### src/hdl/u8dec_pkg.sv
package u8dec_pkg;

    localparam int BYTE_W       = 8;
    localparam int CODE_POINT_W = 31;
    localparam int SEQ_LEN_W    = 3;
    localparam int PAYLOAD_W    = 6;

    localparam logic [SEQ_LEN_W-1:0] LEN_INVALID = 3'd0;
    localparam logic [SEQ_LEN_W-1:0] LEN_ONE     = 3'd1;

    localparam logic [1:0] CONT_TAG = 2'b10;

    // sequence length announced by a lead byte, LEN_INVALID for a bad lead
    function automatic logic [SEQ_LEN_W-1:0] lead_length(input logic [BYTE_W-1:0] b);
        logic [SEQ_LEN_W-1:0] len;
        begin
            case (b) inside
                [8'h00:8'h7F]: len = 3'd1;
                [8'h80:8'hBF]: len = LEN_INVALID;
                [8'hC0:8'hDF]: len = 3'd2;
                [8'hE0:8'hEF]: len = 3'd3;
                [8'hF0:8'hF7]: len = 3'd4;
                [8'hF8:8'hFB]: len = 3'd5;
                [8'hFC:8'hFD]: len = 3'd6;
                default:       len = LEN_INVALID;
            endcase
            return len;
        end
    endfunction

    // payload bits a lead byte keeps
    function automatic logic [BYTE_W-1:0] lead_payload(input logic [BYTE_W-1:0] b,
                                                       input logic [SEQ_LEN_W-1:0] len);
        logic [3:0] sh;
        begin
            sh = {1'b0, len} + 4'd1;
            return b & (8'hFF >> sh);
        end
    endfunction

endpackage

### src/hdl/u8dec_byte_if.sv
interface u8dec_byte_if;
    import u8dec_pkg::*;

    logic              valid;
    logic              ready;
    logic [BYTE_W-1:0] byte_in;

    modport source (output valid, output byte_in, input ready);
    modport sink   (input valid, input byte_in, output ready);
endinterface

### src/hdl/u8dec_char_if.sv
interface u8dec_char_if;
    import u8dec_pkg::*;

    logic                    valid;
    logic                    ready;
    logic [CODE_POINT_W-1:0] code_point;
    logic                    bad_sequence;
    logic [SEQ_LEN_W-1:0]    seq_length;

    modport source (output valid, output code_point, output bad_sequence,
                    output seq_length, input ready);
    modport sink   (input valid, input code_point, input bad_sequence,
                    input seq_length, output ready);
endinterface

### src/hdl/utf8_code_point_decoder.sv
// utf8_code_point_decoder: turns a byte stream into code points (legacy
// utf-8, sequences of one to six bytes)
// i_byte: sink channel, one raw byte per item
// o_char: source channel, one decoded character per item with code_point,
//   bad_sequence and seq_length; bad leads and malformed sequences give
//   code_point 0 with bad_sequence set
// a byte is taken whenever i_byte.ready is high; the character appears in the cycle after the
//   byte that completes it is accepted (ascii and bad leads: that byte itself)
// throughput: one byte per cycle while i_byte.ready is high; bytes inside a sequence give no item
// the output register holds the result while o_char.ready is low; a new
//   byte is still taken in that cycle if the register frees up at the same
//   edge, otherwise i_byte.ready drops until the result is taken
// reset (i_rst_n low, synchronous) drops any partial sequence and empties
//   the output register
module utf8_code_point_decoder (
    input  logic                i_clk,
    input  logic                i_rst_n,
    u8dec_byte_if.sink          i_byte,
    u8dec_char_if.source        o_char
);
    import u8dec_pkg::*;

    // sequence state
    logic [SEQ_LEN_W-1:0]    r_remaining, n_remaining;
    logic [SEQ_LEN_W-1:0]    r_seq_len,   n_seq_len;
    logic                    r_seq_err,   n_seq_err;
    logic [CODE_POINT_W-1:0] r_acc,       n_acc;

    // output register
    logic                    r_out_valid, n_out_valid;
    logic [CODE_POINT_W-1:0] r_code,      n_code;
    logic                    r_bad,       n_bad;
    logic [SEQ_LEN_W-1:0]    r_len,       n_len;

    logic                    in_acc;
    logic                    emit;
    logic [CODE_POINT_W-1:0] emit_code;
    logic                    emit_bad;
    logic [SEQ_LEN_W-1:0]    emit_len;
    logic [SEQ_LEN_W-1:0]    lead_len;
    logic [SEQ_LEN_W-1:0]    rem_dec;
    logic                    cont_bad;
    logic [CODE_POINT_W-1:0] acc_shift;

    // take a byte while the output register is empty or being drained
    assign i_byte.ready = !r_out_valid || o_char.ready;
    assign in_acc       = i_byte.valid && i_byte.ready;

    assign lead_len  = lead_length(i_byte.byte_in);
    assign rem_dec   = r_remaining - 3'd1;
    assign cont_bad  = i_byte.byte_in[7:6] != CONT_TAG;
    assign acc_shift = {r_acc[CODE_POINT_W-PAYLOAD_W-1:0], i_byte.byte_in[PAYLOAD_W-1:0]};

    always_comb begin
        n_remaining = r_remaining;
        n_seq_len   = r_seq_len;
        n_seq_err   = r_seq_err;
        n_acc       = r_acc;
        emit        = 1'b0;
        emit_code   = '0;
        emit_bad    = 1'b0;
        emit_len    = LEN_ONE;
        if (in_acc) begin
            if (r_remaining != '0) begin
                // continuation byte: consumed even when malformed
                n_remaining = rem_dec;
                n_seq_err   = r_seq_err | cont_bad;
                n_acc       = acc_shift;
                if (rem_dec == '0) begin
                    emit      = 1'b1;
                    emit_code = n_seq_err ? '0 : acc_shift;
                    emit_bad  = n_seq_err;
                    emit_len  = r_seq_len;
                    n_acc     = '0;
                    n_seq_err = 1'b0;
                    n_seq_len = '0;
                end
            end else if (lead_len == LEN_ONE) begin
                emit      = 1'b1;
                emit_code = CODE_POINT_W'(i_byte.byte_in);
            end else if (lead_len == LEN_INVALID) begin
                emit      = 1'b1;
                emit_bad  = 1'b1;
            end else begin
                // lead of a multi-byte sequence
                n_acc       = CODE_POINT_W'(lead_payload(i_byte.byte_in, lead_len));
                n_seq_err   = 1'b0;
                n_seq_len   = lead_len;
                n_remaining = lead_len - 3'd1;
            end
        end
    end

    always_comb begin
        n_out_valid = r_out_valid;
        n_code      = r_code;
        n_bad       = r_bad;
        n_len       = r_len;
        if (emit) begin
            n_out_valid = 1'b1;
            n_code      = emit_code;
            n_bad       = emit_bad;
            n_len       = emit_len;
        end else if (o_char.ready) begin
            n_out_valid = 1'b0;
        end
    end

    always_ff @(posedge i_clk) begin
        if (!i_rst_n) begin
            r_remaining <= '0;
            r_seq_len   <= '0;
            r_seq_err   <= 1'b0;
            r_acc       <= '0;
            r_out_valid <= 1'b0;
        end else begin
            r_remaining <= n_remaining;
            r_seq_len   <= n_seq_len;
            r_seq_err   <= n_seq_err;
            r_acc       <= n_acc;
            r_out_valid <= n_out_valid;
        end
    end

    // result payload, no reset needed
    always_ff @(posedge i_clk) begin
        r_code <= n_code;
        r_bad  <= n_bad;
        r_len  <= n_len;
    end

    assign o_char.valid        = r_out_valid;
    assign o_char.code_point   = r_code;
    assign o_char.bad_sequence = r_bad;
    assign o_char.seq_length   = r_len;

endmodule

### src/flat_wrapper.sv
// flat-port wrapper written by rule: the top's interface ports become plain ports
module utf8_code_point_decoder_flat import u8dec_pkg::*;
  (i_clk, i_rst_n, i_byte_valid, i_byte_byte_in, i_byte_ready, o_char_valid, o_char_code_point, o_char_bad_sequence, o_char_seq_length, o_char_ready);
  u8dec_byte_if i_byte_i ();
  u8dec_char_if o_char_i ();
  input  logic i_clk;
  input  logic i_rst_n;
  input wire logic [$bits(i_byte_i.valid)-1:0] i_byte_valid;
  input wire logic [$bits(i_byte_i.byte_in)-1:0] i_byte_byte_in;
  output wire logic [$bits(i_byte_i.ready)-1:0] i_byte_ready;
  output wire logic [$bits(o_char_i.valid)-1:0] o_char_valid;
  output wire logic [$bits(o_char_i.code_point)-1:0] o_char_code_point;
  output wire logic [$bits(o_char_i.bad_sequence)-1:0] o_char_bad_sequence;
  output wire logic [$bits(o_char_i.seq_length)-1:0] o_char_seq_length;
  input wire logic [$bits(o_char_i.ready)-1:0] o_char_ready;
  assign i_byte_i.valid = i_byte_valid;
  assign i_byte_i.byte_in = i_byte_byte_in;
  assign i_byte_ready = i_byte_i.ready;
  assign o_char_valid = o_char_i.valid;
  assign o_char_code_point = o_char_i.code_point;
  assign o_char_bad_sequence = o_char_i.bad_sequence;
  assign o_char_seq_length = o_char_i.seq_length;
  assign o_char_i.ready = o_char_ready;
  utf8_code_point_decoder u_core (.i_clk(i_clk), .i_rst_n(i_rst_n), .i_byte(i_byte_i), .o_char(o_char_i));
endmodule
### config.mk
export PLATFORM = sky130hd
export DESIGN_NAME = utf8_code_point_decoder_flat
export DESIGN_NICKNAME = d
export VERILOG_FILES = /design/src/hdl/u8dec_pkg.sv /design/src/hdl/u8dec_byte_if.sv /design/src/hdl/u8dec_char_if.sv /design/src/hdl/utf8_code_point_decoder.sv /design/src/flat_wrapper.sv
export SDC_FILE = /design/constraint.sdc
export NUM_CORES = 1
export LEC_CHECK = 0
export BUFFER_PORTS_ARGS = -buffer_cell sky130_fd_sc_hd__buf_2
export CORE_MARGIN = 4
export CORE_UTILIZATION = 60
export DETAILED_ROUTE_END_ITERATION = 8
export PLACE_DENSITY_LB_ADDON = 0.3
export REMOVE_ABC_BUFFERS = 1
export SLEW_MARGIN = 40
export SYNTH_ARGS = -nofsm -noshare
export SYNTH_HDL_FRONTEND = slang
export SYNTH_SLANG_ARGS = --single-unit
### constraint.sdc
create_clock -name i_clk -period 7.3 [get_ports i_clk]
set_input_delay 0.365 -clock i_clk [delete_from_list [all_inputs] [get_ports i_clk]]
set_output_delay 0.365 -clock i_clk [all_outputs]
set_load 0.05 [all_outputs]
==> results.yml <==
outcome:
  run_status: "finished clean"
layout:
  drive_above_1_share: 0.269
  post-route-util: 0.722
  area_occupied_by_multi_input_gates_um2: 1130
  fillCellCount: 321
  flow.area_growth_from_synthesis_pct: 16.7
  nets_finish: 304
  antenna-diode-count: 0
  layout.area.seq_um2: 1710
floorplan:
  fp.dieH_um: 77.8
  floorplan.die.width_um: 77.8
  std_cell_core_area_um2: 4720
  area_enclosed_by_the_die_boundary_um2: 6050
  io_pins: 49
  core.rowCount: 25
  floorplan.initialDensity: 0.619
timing:
  drv_slew: 0
  highest_achievable_clock_rate_ghz: 0.391
  slew_headroom: 0.496
  unrepaired_setup_endpoints_after_global_routing: "false"
  worst_slew_pin_slew_ns: 0.756
  fin_tns_setup_ns: 0
  finalCriticalPeriod_ns: 2.56
  fin_skew_ns: 0.00636
  layout_worst_path_cycle_share: 0.350
  setup_viol_count_final: 0
  finalHoldViolations: 0
drt:
  drt_first_pass_iters: 5
  routed_wirelength_um: 5820
  routedWlPerCell_um: 16.3
  drc: 0
  drt-initial-drc-count: 105
  ant_nets: 0
  via_density_per_instance: 5.75
  via_count: 2053
synth:
  number_of_flops_mapped_to_enable_cells_by_yosys: 35
  netlist_instances: 237
  synth.yosys.seq_area_share: 0.586
  synth-seq-cells: 68
  dominantRegCellSynth: "sky130_fd_sc_hd__edfxtp_1"
  ys.warnings.count: 0
  synthArstFlopShare: 0
  syn_area_um2: 2920
  synthesis.area_per_instance_um2: 12.3
  synthDistinctLibCells: 55
clock_network:
  cts_buffers: 9
  total_number_of_h_tree_levels: 3
  cts_resized: 0
  cts_tree: "done"
  postCtsSetupRepairBufs: 0
  cts_hold_buffers: 0
  clock_tree.root_cell: "sky130_fd_sc_hd__clkbuf_8"
  worst_setup_hold_path_clk_slew_ns: 0.08
  cts_buffer_depth: 2
  clock_sink_count: 68
  insertion_delay_ns: 0.35
worst_hold_path:
  holdCritPathClass: "in2reg"
setup_path:
  crit_path_max_incr_delay_ns: 0.58
  timing.critical_path.to_type: "flip-flop"
  crit_path_max_fanout: 20
  timing_worst_setup_path_type: "reg2reg"
  timing.critical_path.required_ns: 7.35
  cell_at_the_slowest_stage_of_the_critical_path: "sky130_fd_sc_hd__a21oi_4"
  crit_path_start_kind: "flip-flop"
  cp_cell_sequence: "inv_1 > ha_1 > nor3_1 > o21ai_0 > a21oi_4 > buf_8"
  cp_data_arrival_time_ns: 2.61
grt:
  globalRoute.totalOverflow: 0
  gr-usage-all-layers: 0.207
  antenna_violations_before_repair: 0
  grt_start_max_net_pins: 26
  grt_pass1_vias: 1976
  first_pass_grt_wire_length_um: 9560
place:
  final_wtd_congestion: 0.919
  port_buffers: 48
  dp_hpwl_um: 4010
power:
  static-leakage-power_uw: 0.00134
  peakVddDrop_v: 0.000139
  p_per_area_nw_per_um2: 304
flow_run:
  drv_cap: 0
## per-stage QoR
step           cell area (um^2)  power, uW  hold slack [ns]  cells  setup WS [ns]
2_1_floorplan              2850        659            0.434    225           3.69
3_3_place_gp               3190        720            0.449    340           4.45
3_5_place_dp               3200        725            0.454    341           4.57
4_1_cts                    3410       1040            0.310    357           4.77
5_1_grt                    3410       1080            0.328    357           4.50
6_report                   3410       1040            0.323    357           4.74
## path summary, 6_finish.rpt
| check | from | end | slack [ns] | cells after the start |
|---|---|---|---|---|
| worst min register to register | u_core.r_acc[24] | u_core.r_acc[24] | 0.48 | 1 |
| worst max register to register | u_core.r_remaining[0] | u_core.o_char.code_point[14] | 4.74 | 6 |
| worst max-delay path | u_core.r_remaining[0] | u_core.o_char.code_point[14] | 4.74 | 6 |
| worst min-delay path | i_byte_byte_in[1] | u_core.r_acc[1] | 0.32 | 3 |
## cell families (layout without fill, tap and decap cells)
family	Yosys count	count (layout)	share of synthesized area
adder cells (fa/ha/maj)	7	7	0.0300
buffers and inverters	17	70	0.0304
AO/OA/AOI/OAI	66	66	0.190
flip-flops	68	68	0.586
AND/OR/NAND/NOR	79	79	0.164
## cell usage in the layout, fill, tap and decap left out, types with 3 or more instances in the layout
cell type	netlist	routed
sky130_fd_sc_hd__inv_1	5	5
sky130_fd_sc_hd__nand2_1	12	12
sky130_fd_sc_hd__nor2_1	3	3
sky130_fd_sc_hd__nand2b_1	4	4
sky130_fd_sc_hd__dfxtp_1	33	33
sky130_fd_sc_hd__o211ai_1	3	3
sky130_fd_sc_hd__buf_2	5	48
sky130_fd_sc_hd__nor3_1	3	3
sky130_fd_sc_hd__and2_1	31	31
sky130_fd_sc_hd__o21ai_0	3	3
sky130_fd_sc_hd__nand3_1	4	4
sky130_fd_sc_hd__edfxtp_1	35	35
sky130_fd_sc_hd__and3_1	5	5
sky130_fd_sc_hd__ha_1	7	7
sky130_fd_sc_hd__clkbuf_8	0	9
sky130_fd_sc_hd__o21ai_1	4	4
sky130_fd_sc_hd__inv_6	0	3
sky130_fd_sc_hd__a21oi_1	7	6
sky130_fd_sc_hd__a22o_1	20	20
## layer usage
| metal | global-route usage | wire length [um] |
|---|---|---|
| met1 | 0.261 | 2540 |
| met2 | 0.327 | 2780 |
| met3 | 0.0499 | 319 |
| met4 | 0.116 | 177 |
| met5 | 0 | 0 |
## synthesized netlist by cell type, types with 2 or more instances
cell type,instances,share of area
sky130_fd_sc_hd__nor3_1,3,0.0051
sky130_fd_sc_hd__nand3_1,4,0.0068
sky130_fd_sc_hd__o32ai_1,2,0.0060
sky130_fd_sc_hd__and3_1,5,0.011
sky130_fd_sc_hd__nor4_1,2,0.0043
sky130_fd_sc_hd__nand2b_1,4,0.0086
sky130_fd_sc_hd__a22o_1,20,0.060
sky130_fd_sc_hd__dfxtp_1,33,0.23
sky130_fd_sc_hd__a32o_1,2,0.0068
sky130_fd_sc_hd__nand2_1,12,0.015
sky130_fd_sc_hd__o211ai_1,3,0.0077
sky130_fd_sc_hd__inv_1,5,0.0064
sky130_fd_sc_hd__nor2_1,3,0.0039
sky130_fd_sc_hd__o41ai_2,2,0.011
sky130_fd_sc_hd__o21a_1,2,0.0051
sky130_fd_sc_hd__nand4_1,2,0.0043
sky130_fd_sc_hd__a31oi_1,2,0.0043
sky130_fd_sc_hd__or2_1,2,0.0043
sky130_fd_sc_hd__ha_1,7,0.030
sky130_fd_sc_hd__o22ai_1,2,0.0043
sky130_fd_sc_hd__o21ai_1,4,0.0068
sky130_fd_sc_hd__o2111ai_1,2,0.0060
sky130_fd_sc_hd__buf_2,5,0.0086
sky130_fd_sc_hd__o211a_1,2,0.0068
sky130_fd_sc_hd__and2_1,31,0.066
sky130_fd_sc_hd__edfxtp_1,35,0.36
sky130_fd_sc_hd__buf_4,3,0.0077
sky130_fd_sc_hd__o21ai_0,3,0.0051
sky130_fd_sc_hd__clkbuf_1,3,0.0039
sky130_fd_sc_hd__a21oi_1,7,0.012
## state kept, by name, indices dropped and copies added, names as in the netlist
name and count:
u_core.o_char.code_point 31, u_core.r_acc 25, u_core.r_seq_len 3, u_core.o_char.bad_sequence 1, u_core.r_remaining 3, u_core.r_seq_err 1
u_core.o_char.seq_length 3, u_core.o_char.valid 1
## layout make-up
type,instances,area share
clock buffers,9,0.0363
clock inverters,7,0.0242
inverters,5,0.00550
multi-input cells,152,0.332
flip-flops and latches,68,0.502
well taps,67,0.0246
repair buffers,49,0.0749
## power by group
group / internal, uW / total (uW) / switching, uW / leakage (uW)
Sequential: 443 / 457 / 14.1 / 0.000600
Clock: 163 / 320 / 156 / 0.0000988
Combinational: 64.3 / 261 / 196 / 0.000643
Total: 671 / 1040 / 367 / 0.00134
## worst max-delay path, delay by kind of cell, from the launching register on
kind,cells,cell delay (ns)
AO/OA/AOI/OAI,2,0.89
flip-flops,1,0.38
adder cells (fa/ha/maj),1,0.30
AND/OR/NAND/NOR,1,0.34
buffers and inverters,2,0.34
No activity file was read; power rests on OpenSTA's default activity.
